`config.mk`:
```
export PLATFORM = sky130hd
export DESIGN_NAME = fpsp_horner
export DESIGN_NICKNAME = d
export VERILOG_FILES = /design/src/rtl/fpsp_pkg.sv /design/src/rtl/fpsp_horner.sv
export VERILOG_INCLUDE_DIRS = /design/src /design/src/rtl
export SDC_FILE = /design/constraint.sdc
export NUM_CORES = 2
export LEC_CHECK = 0
export BUFFER_PORTS_ARGS = -buffer_cell sky130_fd_sc_hd__buf_2
export CAP_MARGIN = 10
export CORE_MARGIN = 5
export CORE_UTILIZATION = 47
export DETAILED_ROUTE_END_ITERATION = 8
export PLACE_DENSITY = 0.58
export SYNTH_ARGS = -nofsm -noshare
export SYNTH_HDL_FRONTEND = slang
export SYNTH_SLANG_ARGS = --single-unit
export TNS_END_PERCENT = 30
```
`constraint.sdc`:
```
create_clock -name clk -period 8.6 [get_ports clk]
set_input_delay 0.43 -clock clk [delete_from_list [all_inputs] [get_ports clk]]
set_output_delay 0.43 -clock clk [all_outputs]
set_load 0.1 [all_outputs]
```
`src/rtl/assert_macros.svh`:
```
// Assertion shorthands shared by the RTL.
`ifndef ASSERT_MACROS_SVH
`define ASSERT_MACROS_SVH

// Check a condition on every rising clock edge outside reset.
`define ASSERT_ALWAYS(label, clk, rst, cond, msg) \
  label: assert property (@(posedge clk) disable iff (rst) (cond)) else $error(msg);

// Check that a condition implies another in the same cycle.
`define ASSERT_IMPLIES(label, clk, rst, ante, cons, msg) \
  label: assert property (@(posedge clk) disable iff (rst) (ante) |-> (cons)) else $error(msg);

`endif

```
`src/rtl/fpsp_pkg.sv`:
```
package fpsp_pkg;

  typedef logic signed [31:0] angle_t;
  typedef logic signed [17:0] sine_t;
  // reduced argument, quarter turn at most, in 16-bit turns
  typedef logic signed [15:0] frac_t;
  // squared argument, at most 4096
  typedef logic [12:0] sq_t;
  typedef logic signed [24:0] acc_t;

  // 2*pi in 16.16 and its scaled reciprocal floor(2^48 / TWO_PI)
  localparam logic [18:0] TWO_PI = 19'd411775;
  localparam longint unsigned RECIP_FULL = (64'd1 << 48) / 64'd411775;
  localparam logic [29:0] RECIP = RECIP_FULL[29:0];

  localparam logic [15:0] THREE_QUARTER = 16'd49152;
  localparam logic [15:0] ONE_QUARTER   = 16'd16384;
  localparam logic [15:0] HALF_TURN     = 16'd32768;

  localparam int HORNER_TERMS = 4;
  localparam acc_t HORNER_LEAD = 25'sd2602479;
  localparam acc_t HORNER_TAIL [HORNER_TERMS] = '{
    -25'sd5018418, 25'sd5347884, -25'sd2709368, 25'sd411775
  };

  localparam int REDUCE_STAGES = 5;
  localparam int HORNER_STAGES = HORNER_TERMS + 1;

endpackage

```
`src/rtl/fpsp_horner.sv`:
```
`include "assert_macros.svh"

module fpsp_horner import fpsp_pkg::*; (
  input  logic  clk,
  input  logic  rst,
  input  logic  in_valid,
  output logic  in_ready,
  input  frac_t x_in,
  output logic  out_valid,
  input  logic  out_ready,
  output frac_t x_out,
  output acc_t  acc_out
);

  localparam int STAGES = HORNER_STAGES;

  logic [STAGES-1:0] valid;
  logic [STAGES:0]   en;

  sq_t   sq_q  [STAGES];
  frac_t x_q   [STAGES];
  acc_t  acc_q [STAGES];

  logic signed [31:0] sqp_c;
  logic signed [38:0] prod_c [1:STAGES-1];

  always_comb begin
    en[STAGES] = out_ready;
    for (int i = STAGES - 1; i >= 0; i--) begin
      en[i] = !valid[i] || en[i+1];
    end
  end

  always_ff @(posedge clk) begin
    if (rst) begin
      valid <= '0;
    end else begin
      if (en[0]) valid[0] <= in_valid;
      for (int i = 1; i < STAGES; i++) begin
        if (en[i]) valid[i] <= valid[i-1];
      end
    end
  end

  assign sqp_c = x_in * x_in;

  always_comb begin
    for (int k = 1; k < STAGES; k++) begin
      prod_c[k] = $signed({1'b0, sq_q[k-1]}) * acc_q[k-1];
    end
  end

  // square in the first stage, then one Horner step per stage; the arithmetic shift floors
  always_ff @(posedge clk) begin
    if (en[0]) begin
      sq_q[0]  <= sqp_c[28:16];
      x_q[0]   <= x_in;
      acc_q[0] <= HORNER_LEAD;
    end
    for (int k = 1; k < STAGES; k++) begin
      if (en[k]) begin
        sq_q[k]  <= sq_q[k-1];
        x_q[k]   <= x_q[k-1];
        acc_q[k] <= HORNER_TAIL[k-1] + acc_t'(prod_c[k] >>> 16);
      end
    end
  end

  assign in_ready  = en[0];
  assign out_valid = valid[STAGES-1];
  assign x_out     = x_q[STAGES-1];
  assign acc_out   = acc_q[STAGES-1];

  `ASSERT_IMPLIES(a_square_range, clk, rst, valid[0], sq_q[0] <= 13'd4096, "squared argument above one sixteenth")

endmodule

```
== After elaboration in Yosys (flattened, before gate mapping) ==
Memory sizes are Yosys's and may differ from the RTL's.
Cells that the tools add are included.

* Add/subtract/negate cells: 4
* Multipliers: 5
* Mux-type cells: 10
* Reductions and logical operators: 10

{| class="wikitable"
|+ Operators with widths
! cell !! number
|-
| 14-bit by 25-bit multiplier with 39-bit output || 4
|-
| 24-bit by 23-bit adder with 25-bit output (first input constant) || 2
|-
| 16-bit by 16-bit multiplier with 29-bit output || 1
|-
| 20-bit by 23-bit adder with 24-bit output (first input constant) || 1
|-
| 23-bit by 23-bit adder with 24-bit output (first input constant) || 1
|-
| 1-bit two-way mux || 10
|-
| 1-bit logical NOT || 5
|-
| 1-bit logical OR || 5
|}

* Register bits after elaboration: 5
* RAM bits: 270
* Input port bits: 20
* Output and inout port bits: 43
* Logic and storage cells: 37
* Memories: 3

{| class="wikitable"
|+ Memory list
! name !! depth !! width !! rd ports !! clocked after memory_dff !! write ports !! line !! text
|-
| acc_q || 5 || 25 || 5 || 0 || 5 || fpsp_horner.sv:22 || <nowiki>acc_t acc_q [STAGES];</nowiki>
|-
| x_q || 5 || 16 || 5 || 0 || 5 || fpsp_horner.sv:21 || <nowiki>frac_t x_q [STAGES];</nowiki>
|-
| sq_q || 5 || 13 || 4 || 0 || 5 || fpsp_horner.sv:20 || <nowiki>sq_t sq_q [STAGES];</nowiki>
|}

== Depth between registers and ports, before layout ==
* Depth in word-level cells: 8
* Mapped depth: 34
* Mapped depth without buffers: 33

== Worst setup path after synthesis ==
No wires, ideal clock.

* Path kind: register to register
* Start: memory sq_q[0][18] (netlist bit)
* End: memory acc_q[0][72] (netlist bit), data pin
* Arrival: 7422 ps
* Slack: 914 ps
* Stages on the path, launching flop included: 32
* Period minus slack after synthesis: 7686 ps
* Cell sequence: edfxtp_1 clkbuf_1 nand2_1 fa_1 fa_1 fa_1 inv_1 fa_1 fa_1 inv_1 fa_1 inv_1 ha_1 a21oi_1 o211ai_1 a31o_2 a21oi_1 nand2_1 xnor2_1 inv_1 ha_1 nor2b_1 and3_1 a2111o_1 a2111oi_4 nor4_2 a21oi_4 o211ai_2 a21oi_4 o21ai_2 a221oi_2 xnor2_1

{| class="wikitable"
|+ RTL lines
! element !! line
|-
| start, declared || fpsp_horner.sv:20
|-
| end, declared || fpsp_horner.sv:22
|}

==> flow_summary.ini <==
[hold_path]
worstHoldStart = rst
hold_path.class = in -> reg

[route]
wl_per_cell_um = 17.4
viasPerCell = 5.06
wl_um = 123000
dr.first_iter.drc_count = 1803
drcViolationCount = 0
num_vias = 35700
drtAntennaViolNets = 0
drt-pass1-iter-count = 5

[critical_path]
cp-startpoint = sq_q[0][16]
cp.arrival_ps = 8510
path_class = reg -> reg
cp_slowest_cell = edfxtp_1
r2r-start = sq_q[0][16]
crit_path_start_kind = flop
path_buf_inv = 6
end_kind = flop
cp_slowest_stage_delay_ps = 520
crit_fanout = 7
required_ps = 8940
crit_family = adder cells

[grt]
antenna_found_initial = 3
grt-ovfl-total = 0
grt_pass1_wl_um = 207000
grt.total_usage_pct = 21.0
grt_pass1_vias = 38900
grt_max_degree = 54

[clock_tree]
clk_latency_ps = 620
clockBufferDepth = 3
cts.clk_slew.worst_paths_ps = 70
h-tree-depth = 1
cts_tree = done
cts_buffers = 30
clock-sinks = 232
cts_root_buffer = clkbuf_16

[die]
die_w_um = 350
io_pins = 63
num_rows = 124
core_area_um2 = 115000
die_y_um = 350
start_util_pct = 47.4
dieArea_um2 = 122000

[sta]
setup_ws_ps = 430
setup-tns-final_ps = 0
max-slew-margin-rel_pct = 22.5
fin_skew_ps = 32.8
finalHoldViolCount = 0
slew_viol_final = 0
setup_violations = 0
timing.final.crit_share_pct = 95.0
worst_pin_slew_ps = 1160
fin_crit_ps = 8170
fmax_mhz = 122

[placed_design]
port_buffers = 62
place_congestion = 0.904
place_inst = 6986
hpwl_um = 101000
dp_worst_setup_slack_ps = 290

[logic_synthesis]
syn_inst = 5547
yosys_warnings = 0
synth.cell_area_um2 = 54300
postSynthNetCount = 7222
synth-edff-count = 227
avgSynthCellArea_um2 = 9.78
synth_cell_type_count = 87
seq_area_frac_synth_pct = 12.7
ys_ff_latch = 232
ys_async_sr_fraction_pct = 0
ys.flop_type = edfxtp_1

[final_layout]
area_growth_pct = 5.58
seq_area_um2 = 6920
instances_no_fill = 7060
nets = 7198
fillCellCount = 10800
drive_above_1_share_pct = 4.94
multi_input_area_um2 = 41200

[run_status]
status = completed

[job]
cap_violations = 0
==> per-stage QoR <==
stage / util (%) / instance area (um2) / hold WS (ps)
after floorplan: - / 54300 / 400
after global placement: 49.0 / 56100 / 401
after detailed placement: 49.0 / 56100 / 405
after CTS: 49.9 / 57100 / 5.97
after global routing: 50.0 / 57300 / 32.4
final: 50.0 / 57300 / 45.2
==> path summary, 6_finish.rpt <==
check / slack (ps) / cells after the start / endpoint
hold reg to reg: 420 / 0 / x_q[0][21]
hold / removal: 50 / 2 / valid[4]
setup / recovery: 430 / 32 / acc_q[0][72]
setup reg to reg: 430 / 32 / acc_q[0][72]
==> Yosys cell counts (all sizes together) (4+ instances only) <==
library cell / n / area share, %
a2111oi: 9 / 0.20
a211o: 7 / 0.11
a211oi: 12 / 0.20
a21boi: 5 / 0.069
a21o: 63 / 0.87
a21oi: 131 / 1.3
a221oi: 11 / 0.21
a311oi: 4 / 0.065
a31o: 10 / 0.16
a31oi: 15 / 0.18
a41o: 6 / 0.11
and2: 512 / 5.9
and3: 24 / 0.28
and4: 8 / 0.13
buf: 41 / 0.57
clkbuf: 181 / 1.3
dfxtp: 5 / 0.18
edfxtp: 227 / 13
fa: 1151 / 42
ha: 504 / 12
inv: 1383 / 9.6
mux2i: 5 / 0.092
nand2: 628 / 4.3
nand2b: 23 / 0.27
nand3: 37 / 0.34
nand4: 17 / 0.20
nor2: 108 / 0.75
nor2b: 18 / 0.21
nor3: 29 / 0.28
nor3b: 7 / 0.11
nor4: 7 / 0.092
o2111a: 4 / 0.083
o2111ai: 5 / 0.081
o211ai: 11 / 0.16
o21a: 17 / 0.24
o21ai: 65 / 0.64
o21bai: 14 / 0.20
o31ai: 6 / 0.14
or2: 10 / 0.12
or3: 7 / 0.081
xnor2: 121 / 2.0
xor2: 63 / 1.0
==> layer usage <==
metal	wire length [um]	GRT usage [%]	part of all wire, %	up-vias
met1	56100	29.3	46	18400
met3	4510	2.26	3.7	135
met5	0	0	0	-
met4	2350	3.75	1.9	0
met2	60000	36.3	49	618
li1	-	-	-	16600
==> cell type report <==
cell class                 count  share of cell area, %
multi-input combinational   3710                   71.9
sequential                   232                   12.1
inverter                    1383                   9.06
tap                         1512                   3.30
timing repair buffer         166                   1.91
clock buffer                  36                   1.38
clock inverter                20                  0.365
antenna                        1                0.00437
==> layout by cell type (no fill, tap or decap), drive strengths merged, types with 8 or more instances in the layout <==
cell	netlist	layout
ha	504	504
nor2	108	108
nand2	628	628
o21bai	14	14
nand2b	23	23
fa	1151	1151
a21o	63	63
nor3	29	29
and3	24	24
edfxtp	227	227
inv	1383	1389
a31o	10	10
xnor2	121	121
clkbuf	181	37
a211oi	12	12
a31oi	15	15
buf	41	165
nand3	37	37
o211ai	11	11
xor2	63	63
o21a	17	17
a21oi	131	131
o21ai	65	65
clkinv	0	11
a2111oi	9	9
or2	10	10
nor2b	18	18
and2	512	512
and4	8	8
a221oi	11	11
nand4	17	17
==> registers in the layout, indices dropped and copies added (netlist names) <==
name / count
acc_q: 95
sq_q: 52
valid: 5
x_q: 80
==> cell families after synthesis <==
logic type	after synthesis	share of synthesized area [%]
muxes	6	0.113
and+or+nand+nor	1451	13.4
adders and majority gates	1655	54.1
AOI/OAI and AO/OA	414	5.33
DFF	232	12.7
buffers and inverters	1605	11.4
xor gates and xnor gates	184	2.97
==> repair_timing <==
action / in CTS / in global routing
hold buffers: 0 / 0
resized for setup: 0 / 6
setup buffers: 0 / 17
endpoints found under the hold margin: 0 / 0
setup endpoints to repair: 0 / 4
Power is left out: the tool's default activity adds up to more than one toggle a clock period on the data nets, which glitch-free logic cannot reach.
