**src/rtl/assert_macros.svh**
```systemverilog
// Assertion shorthands shared by the RTL.
`ifndef ASSERT_MACROS_SVH
`define ASSERT_MACROS_SVH

// Check a condition on every rising clock edge outside reset.
`define ASSERT_ALWAYS(label, clk, rst, cond, msg) \
  label: assert property (@(posedge clk) disable iff (rst) (cond)) else $error(msg);

// Check that a condition implies another in the same cycle.
`define ASSERT_IMPLIES(label, clk, rst, ante, cons, msg) \
  label: assert property (@(posedge clk) disable iff (rst) (ante) |-> (cons)) else $error(msg);

`endif

```
**src/rtl/fpsp_pkg.sv**
```systemverilog
package fpsp_pkg;

  typedef logic signed [31:0] angle_t;
  typedef logic signed [17:0] sine_t;
  // reduced argument, quarter turn at most, in 16-bit turns
  typedef logic signed [15:0] frac_t;
  // squared argument, at most 4096
  typedef logic [12:0] sq_t;
  typedef logic signed [24:0] acc_t;

  // 2*pi in 16.16 and its scaled reciprocal floor(2^48 / TWO_PI)
  localparam logic [18:0] TWO_PI = 19'd411775;
  localparam longint unsigned RECIP_FULL = (64'd1 << 48) / 64'd411775;
  localparam logic [29:0] RECIP = RECIP_FULL[29:0];

  localparam logic [15:0] THREE_QUARTER = 16'd49152;
  localparam logic [15:0] ONE_QUARTER   = 16'd16384;
  localparam logic [15:0] HALF_TURN     = 16'd32768;

  localparam int HORNER_TERMS = 4;
  localparam acc_t HORNER_LEAD = 25'sd2602479;
  localparam acc_t HORNER_TAIL [HORNER_TERMS] = '{
    -25'sd5018418, 25'sd5347884, -25'sd2709368, 25'sd411775
  };

  localparam int REDUCE_STAGES = 5;
  localparam int HORNER_STAGES = HORNER_TERMS + 1;

endpackage

```
**src/rtl/fpsp_reduce.sv**
```systemverilog
`include "assert_macros.svh"

module fpsp_reduce import fpsp_pkg::*; (
  input  logic   clk,
  input  logic   rst,
  input  logic   in_valid,
  output logic   in_ready,
  input  angle_t angle,
  output logic   out_valid,
  input  logic   out_ready,
  output frac_t  x
);

  localparam int STAGES = REDUCE_STAGES;

  logic [STAGES-1:0] valid;
  logic [STAGES:0]   en;

  logic        neg1, neg2, neg3;
  logic [31:0] mag1;
  logic [4:0]  low2;
  logic [29:0] quo2;
  logic [20:0] rem3;
  logic [15:0] quo_lo3;
  logic [15:0] rev4;

  logic [61:0] prod_c;
  logic [39:0] back_c;
  logic [15:0] q16_c;
  frac_t       fold_c;

  // a stage advances when it is empty or the next one advances
  always_comb begin
    en[STAGES] = out_ready;
    for (int i = STAGES - 1; i >= 0; i--) begin
      en[i] = !valid[i] || en[i+1];
    end
  end

  always_ff @(posedge clk) begin
    if (rst) begin
      valid <= '0;
    end else begin
      if (en[0]) valid[0] <= in_valid;
      for (int i = 1; i < STAGES; i++) begin
        if (en[i]) valid[i] <= valid[i-1];
      end
    end
  end

  assign prod_c = 62'(mag1) * 62'(RECIP);
  assign back_c = 40'(quo2[20:0]) * 40'(TWO_PI);
  assign q16_c  = quo_lo3 + 16'(rem3 >= 21'(TWO_PI));

  always_comb begin
    priority if (rev4 > THREE_QUARTER) begin
      fold_c = frac_t'(rev4);
    end else if (rev4 > ONE_QUARTER) begin
      fold_c = frac_t'(HALF_TURN - rev4);
    end else begin
      fold_c = frac_t'(rev4);
    end
  end

  always_ff @(posedge clk) begin
    if (en[0]) begin
      neg1 <= angle[31];
      mag1 <= angle[31] ? (~angle + 32'd1) : angle;
    end
    if (en[1]) begin
      neg2 <= neg1;
      low2 <= mag1[4:0];
      quo2 <= prod_c[61:32];
    end
    if (en[2]) begin
      neg3    <= neg2;
      quo_lo3 <= quo2[15:0];
      rem3    <= {low2, 16'd0} - back_c[20:0];
    end
    if (en[3]) begin
      rev4 <= neg3 ? (~q16_c + 16'd1) : q16_c;
    end
    if (en[4]) begin
      x <= fold_c;
    end
  end

  assign in_ready  = en[0];
  assign out_valid = valid[STAGES-1];

  `ASSERT_IMPLIES(a_fold_range, clk, rst, out_valid, (x >= -16'sd16384) && (x <= 16'sd16384), "reduced argument outside a quarter turn")
  `ASSERT_IMPLIES(a_rem_range, clk, rst, valid[2], rem3 < 21'(2 * 411775), "division remainder out of range")

endmodule

```
**config.mk**
```make
export PLATFORM = sky130hd
export DESIGN_NAME = fpsp_reduce
export DESIGN_NICKNAME = d
export VERILOG_FILES = /design/src/rtl/fpsp_pkg.sv /design/src/rtl/fpsp_reduce.sv
export VERILOG_INCLUDE_DIRS = /design/src /design/src/rtl
export SDC_FILE = /design/constraint.sdc
export NUM_CORES = 1
export LEC_CHECK = 0
export BUFFER_PORTS_ARGS = -buffer_cell sky130_fd_sc_hd__buf_2
export CELL_PAD_IN_SITES_DETAIL_PLACEMENT = 1
export CELL_PAD_IN_SITES_GLOBAL_PLACEMENT = 1
export CORE_UTILIZATION = 48
export DETAILED_ROUTE_END_ITERATION = 10
export GPL_TIMING_DRIVEN = 1
export PLACE_DENSITY_LB_ADDON = 0.12
export SETUP_SLACK_MARGIN = 0.05
export SLEW_MARGIN = 20
export SYNTH_ARGS = -nofsm -noshare
export SYNTH_HDL_FRONTEND = slang
export SYNTH_SLANG_ARGS = --single-unit
```
**constraint.sdc**
```tcl
create_clock -name clk -period 6.6 [get_ports clk]
set_clock_uncertainty 0.05 [all_clocks]
set_input_delay 1.32 -clock clk [delete_from_list [all_inputs] [get_ports clk]]
set_output_delay 1.32 -clock clk [all_outputs]
set_load 0.02 [all_outputs]
```
* After elaboration in Yosys (flattened, before gate mapping) *
Cells that the tools add are included.

cells by class
  add/sub/neg operators = 5
  $mul = 2
  $lt $le $gt $ge = 3
  mux-type cells = 4
  bitwise gates (word level) = 2
  reduce and logical (&&, ||, !) cells = 10

operator list
  cell                    count
  $mul 32x30->53 const B  1
  $mux 16                 3
  $add 32x1->32 const B   1
  $not 32->32             1
  $mux 31                 1
  $ge 21x19->1 const B    1
  $mul 21x19->21 const B  1
  $sub 21x21->21          1
  $add 16x1->16           1
  $add 16x1->16 const B   1
  $gt 16x15->1 const B    1
  $gt 16x16->1 const B    1
  $not 16->16             1
  $sub 16x16->16 const A  1
  $logic_not 1->1         5
  $logic_or 1x1->1        5

storage, ports and cells
  register bits = 135
  bits of input ports = 36
  logic and storage cells = 42

* Depth between registers and ports, before layout *
Gate-level depths: netlist of run 1.

  word-level depth = 6
  gate-level depth with buffers = 26
  depth with buffers taken out = 26

* Worst setup path after synthesis of run 1 *
OpenSTA, ideal clock, no wires.

  path kind = register to register
  start point = register mag1[15]
  end point = register quo2[20], data pin
  setup time = 0.260 ns
  data arrival time = 6.680 ns
  required time = 6.290 ns
  slack = -0.389 ns
  stages on the path, launching flop included = 25
  buffers on the path = 0
  clock period less this slack = 6.989 ns
  cell sequence = edfxtp_1 -> inv_1 -> fa_1 -> fa_1 -> inv_1 -> fa_1 -> inv_1 -> fa_1 -> inv_1 -> fa_1 -> fa_1 -> fa_1 -> inv_1 -> fa_1 -> inv_1 -> ha_1 -> nand3_1 -> nor4_1 -> o2111a_1 -> a211oi_1 -> a21oi_1 -> nand3b_1 -> a2111oi_0 -> nor3_1 -> xnor2_1

between the ends
  cells in the longest elaborated chain, start to end = 1

ends and longest elaborated chain
  element                 RTL line           text
  from (decl)             fpsp_reduce.sv:20  logic [31:0] mag1;
  from (signal assigned)  fpsp_reduce.sv:68  mag1 <= angle[31] ? (~angle + 32'd1) : angle;
  $mul 32x30->53          fpsp_reduce.sv:51  assign prod_c = 62'(mag1) * 62'(RECIP);
  via prod_c[52]          fpsp_reduce.sv:27  logic [61:0] prod_c;
  to (signal assigned)    fpsp_reduce.sv:73  quo2 <= prod_c[61:32];
  to (decl)               fpsp_reduce.sv:22  logic [29:0] quo2;

The timed path passes the listed nets, and every way through them passes these cells.
A chain may end at the register's enable or synchronous reset.

* Final worst setup path of run 1 *
  start point = register mag1[14]
  end point = register quo2[20], data pin

The elaborated chain is that of the path after synthesis.

==> results.cfg, run 1 <==
[placed_design]
port_buffers = 53
detailedPlacementHpwl_mm = 62.52
place.gp.congestion = 0.9719

[min_path]
timing.hold.worst_endpoint = neg2
min-delay-start = neg1
worst_hold_path.num_cells = 0
min_delay_worst_type = reg -> reg

[timing]
report.final.setup_viol = 21
post-route-period-util_pct = 109.0
finalWorstSetupSlack_ps = -594.3
finalHoldViolations = 0
rsz_0062_raised_after_global_routing = yes
whs_ps = 381.9
relative_max_transition_margin_pct = 44.35
tightest_slew_ps = 828.8
slew_violations = 0
period_needed_ps = 7194
max_clk_rate_mhz = 139.0

[cts]
h-tree-depth = 4
cts.path.max_buffers = 2
tritoncts.num_buffers = 17
post_cts_hold_buffer_count = 0
clkSlewWorstSetupHoldPaths_ps = 70
clock_latency_reported_for_the_late_side_of_the_worst_skew_pair_ps = 480
clkSinkCount = 134
cts_root_buf = sky130_fd_sc_hd__clkbuf_16
cts_tree = done

[setup_path]
cpMostUsedCell = sky130_fd_sc_hd__fa_1
r2r_start = mag1[14]
critPathMaxStageDelay_ps = 610
critPathKind = reg -> reg
crit_slowest_cell = sky130_fd_sc_hd__fa_2
worst-endpoint-required_ps = 6780
worstReg2RegEnd = quo2[20]
critical_path_arrival_ps = 7370
crit_path_end_kind = register
peak_fanout_along_the_critical_path = 4
r2r_slack_ps = -590
ff2ff_path_depth = 27
crit_path_start_kind = register

[cells_and_area]
layout.cells.most_common = sky130_fd_sc_hd__inv_1
final_nets = 3345
ff_latch_area_sq_um = 3974
multi_input_area_sq_um = 17440
layout.cells.most_common_list = sky130_fd_sc_hd__inv_1 (653), sky130_fd_sc_hd__fa_1 (445), sky130_fd_sc_hd__ha_1 (317), sky130_fd_sc_hd__buf_4 (297), sky130_fd_sc_hd__edfxtp_1 (129)
fillCellCount = 5146
finish.utilization_pct = 58.34
synthToLayoutAreaGrowth_pct = 19.13
post_route_cells_drive_above_1_share_pct = 20.72
antenna_cells_inserted = 0

[synthesis]
synthArstFlopShare_pct = 0
postSynthRegisterBits = 134
synth_compound_area_share_pct = 4.754
yosys.area_share.xor_xnor_pct = 5.323
largest_family_of_logic_cells_by_synthesized_area = adder cells
synth_fp_nets = 2974
synth.cell_area_sq_um = 23530
synth_area_in_adders_pct = 57.40
post_synth_mux_area_share_pct = 0.09572
synth.distinct_cells = 59
synth-edff-count = 129
fraction_of_the_mapped_netlist_area_in_simple_logic_gates_pct = 4.355
synthCells = 2140
syn_area_per_cell_sq_um = 10.99
ys.warnings.count = 0
yosys_most_used_dff = sky130_fd_sc_hd__edfxtp_1
seq_area_frac_synth_pct = 16.89

[run_status]
status = finished with violations
violations = negative setup slack

[grt]
grt_pass1_vias = 19100
grt_first_pass_wirelength_mm = 109.5
global_route.usage.total_pct = 30.10
initial_antenna_violation_count = 0
grt_max_degree = 38
overflow = 0

[detailed_routing]
via_count = 16180
ant_nets = 0
route.final.wire_length_mm = 70.96
drt_first_pass_iters = 5
drtIter0Drc = 732
avgRoutedWirePerCell_um = 22.60
drc_errors = 0
avgViaCountPerCell = 5.155

[floorplanning]
pin_count = 54
initial_utilization_pct = 48.97
die_y_um = 223.4
fp.dieArea_sq_um = 49910
dieWidth_um = 223.4
rows = 80
design.core.area_sq_um = 48050

[job]
max-cap-violations = 0
-- sequential cells by signal, indices dropped and copies added, names as in the netlist --
| name | count |
|---|---|
| rem3 | 21 |
| rev4 | 16 |
| neg3 | 1 |
| mag1 | 32 |
| neg1 | 1 |
| x | 16 |
| valid | 5 |
| neg2 | 1 |
| quo_lo3 | 15 |
| low2 | 5 |
| quo2 | 21 |
-- what timing repair did --
item                       in CTS  in global routing
setup endpoints to repair      22                 22
resized for setup              61                 28
pin swaps                      74                 50
setup buffers                  40                 13
-- cell usage after synthesis, drive strengths merged (6+ instances only) --
master | instances | area [sq um]
o21ai | 40 | 200.2
clkbuf | 13 | 48.80
and4 | 6 | 52.55
nor2b | 6 | 37.54
a31oi | 6 | 37.54
fa | 469 | 9389
a21oi | 47 | 235.2
nand2b | 15 | 93.84
o31ai | 12 | 90.09
nand4 | 12 | 75.07
or4 | 12 | 105.1
nor3 | 16 | 85.08
o21bai | 9 | 67.56
nor2 | 25 | 93.84
nand3 | 24 | 120.1
nand2 | 50 | 187.7
edfxtp | 129 | 3874
o21a | 6 | 45.04
ha | 329 | 4116
xor2 | 37 | 324.1
a21o | 17 | 127.6
xnor2 | 106 | 928.4
inv | 686 | 2575
-- logic make-up (layout without fill, tap and decap cells) --
logic type	count (synthesis)	in the layout
and+or+nand+nor	190	190
xor gates and xnor gates	143	143
muxes	2	2
DFF	134	134
buffers and inverters	701	1085
AOI/OAI and AO/OA	172	172
adders and majority gates	798	798
-- final cells by class --
class                   instances  share of cell area (%)
multi-input cells            1305                   62.23
flip-flops and latches        134                   14.18
repair buffers                367                   9.584
inverters                     686                   9.186
well taps                     615                   2.745
clock buffers                  17                   1.518
clock inverters                15                  0.5580
-- worst max-delay path: cells and delay by family (launching register included) --
family,cells,cell delay (ps)
fa+ha+maj,9,4240
buf+inv,9,890
compound gates,6,890
flops,1,420
simple gates,2,320
xor+xnor,1,120
-- metrics by stage --
step	area, sq um	worst slack [ps]	TNS, ps	std cells
after floorplan	23750	-62.14	-118.7	2140
after global placement	26700	-672.5	-8861	3055
after detailed placement	26700	-773.0	-12060	3055
after CTS	27810	-527.8	-7881	3126
after global routing	28030	-845.1	-14640	3139
final	28030	-594.3	-10080	3139
-- how the worst max path moves through the flow --
stage,endpoint,cells after the start,from
final,quo2[20],27,mag1[14]
after global routing,quo2[20],27,mag1[14]
after CTS,quo2[19],27,mag1[15]
after detailed placement,quo2[8],26,mag1[10]
after global placement,quo2[6],25,mag1[7]
after floorplan,quo2[20],24,mag1[14]
-- routing by layer --
metal  vias up  GRT usage, %  wire [um]
met5         -             0          0
met4         0         11.20       2593
met3       126         4.636       3044
met1      8388         36.99      29340
met2       342         53.32      35970
li1       7325             -          -
Power of run 1 is not shown: default switching activity piles up to over one toggle a cycle in this logic, so the estimate is an artifact.
==> run 2: changes to the inputs <==
- CORE_MARGIN: default -> 8
==> results.cfg, run 2 (synthesis gave the netlist of run 1 again) <==
[detailed_routing]
route.final.wire_length_mm = 70.36
drc_errors = 0
drt_first_pass_iters = 7
ant_nets = 0
via_count = 16130
avgRoutedWirePerCell_um = 22.39
drtIter0Drc = 677
avgViaCountPerCell = 5.133

[grt]
global_route.usage.total_pct = 25.71
grt_first_pass_wirelength_mm = 108.3
grt_pass1_vias = 18590
overflow = 0
initial_antenna_violation_count = 0
grt_max_degree = 38

[timing]
relative_max_transition_margin_pct = 48.35
period_needed_ps = 7257
finalHoldViolations = 0
slew_violations = 0
report.final.setup_viol = 21
whs_ps = 380.6
tightest_slew_ps = 769.2
max_clk_rate_mhz = 137.8
totalNegativeSetupSlack_ps = -10090
post-route-period-util_pct = 109.9
finalWorstSetupSlack_ps = -656.6
rsz_0062_raised_after_global_routing = yes

[setup_path]
peak_fanout_along_the_critical_path = 4
path_delay_family = adder cells
timing.critical_path.buf_inv = 7
critPathMaxStageDelay_ps = 610
critical_path_arrival_ps = 7420
r2r_start = mag1[15]
crit_start = mag1[15]
critPathKind = reg -> reg
crit_path_end_kind = register
crit_slowest_cell = sky130_fd_sc_hd__fa_2
crit_path_start_kind = register
worst-endpoint-required_ps = 6760
cpMostUsedCell = sky130_fd_sc_hd__fa_1

[floorplanning]
rows = 81
dieWidth_um = 237.4
die_y_um = 237.4
fp.dieArea_sq_um = 56360
pin_count = 54
initial_utilization_pct = 48.37
design.core.area_sq_um = 48650

[min_path]
min_delay_worst_type = reg -> reg
min-delay-start = neg1

[cells_and_area]
antenna_cells_inserted = 0
largest_registers = mag1 (32), quo2 (21), rem3 (21)
largest_register_ff_count = 32
largest_register = mag1
final_nets = 3341
layout.cells.most_common = sky130_fd_sc_hd__inv_1
fillCellCount = 5246
synthToLayoutAreaGrowth_pct = 19.21
post_layout_nonfiller_instances = 3142
layout.cells.most_common_list = sky130_fd_sc_hd__inv_1 (651), sky130_fd_sc_hd__fa_1 (445), sky130_fd_sc_hd__ha_1 (316), sky130_fd_sc_hd__buf_4 (293), sky130_fd_sc_hd__edfxtp_1 (129)
post_route_cells_drive_above_1_share_pct = 20.83

[placed_design]
pre_cts_ws_ps = -674.4
numPlacedInstances = 3064
port_buffers = 53
place.gp.congestion = 0.9864
detailedPlacementHpwl_mm = 62.96

[cts]
clkSinkCount = 134
clock_latency_reported_for_the_late_side_of_the_worst_skew_pair_ps = 480
clkSlewWorstSetupHoldPaths_ps = 70
cts.path.max_buffers = 2
cts_root_buf = sky130_fd_sc_hd__clkbuf_16
cts_tree = done
post_cts_hold_buffer_count = 0
tritoncts.num_buffers = 17
h-tree-depth = 4

[run_status]
status = finished with violations
violations = negative setup slack

[job]
max-cap-violations = 0
## run 2: changes by cell type in the layout (fill, tap and decap cells not counted), moves of 2 or more
cell,change
sky130_fd_sc_hd__bufinv_16,+2
sky130_fd_sc_hd__clkinvlp_4,-2
sky130_fd_sc_hd__buf_4,-4
sky130_fd_sc_hd__inv_1,-2
sky130_fd_sc_hd__a21oi_4,-3
sky130_fd_sc_hd__inv_4,+2
sky130_fd_sc_hd__a21oi_2,+4
## run 2: layout make-up
cell class	count	area [sq um]	area share [%]
Clock inverter	15	206.4	0.7360
Multi-Input combinational cell	1305	17430	62.14
Clock buffer	17	425.4	1.517
Tap cell	622	778.2	2.775
Timing Repair Buffer	363	2656	9.470
Inverter	686	2580	9.198
Sequential cell	134	3974	14.17
## run 2: timing repair
action,in CTS,in global routing
gates resized for setup,63,31
endpoints found under the setup margin,21,22
pin swaps,73,42
setup buffers,32,17
## run 2: path summary, 6_finish.rpt
check | to | slack [ps] | depth (start not counted)
setup / recovery | quo2[19] | -660 | 25
hold / removal | neg2 | 380 | 0
setup reg to reg | quo2[19] | -660 | 25
hold reg to reg | neg2 | 380 | 0
## run 2: layer usage
layer	track usage, %	part of all wire [%]	up-vias
li1	-	-	7318
met1	32.39	42	8410
met2	44.84	51	313
met3	3.683	4.1	88
met4	9.324	3.1	0
met5	0	0	-
## run 2: metrics by stage
step	utilization [%]	instance area [sq um]
final	57.66	28050
after global routing	57.66	28050
after CTS	57.20	27830
after detailed placement	54.94	26730
after global placement	54.94	26730
after floorplan	-	23750
Power of run 2 is left out for the same reason.
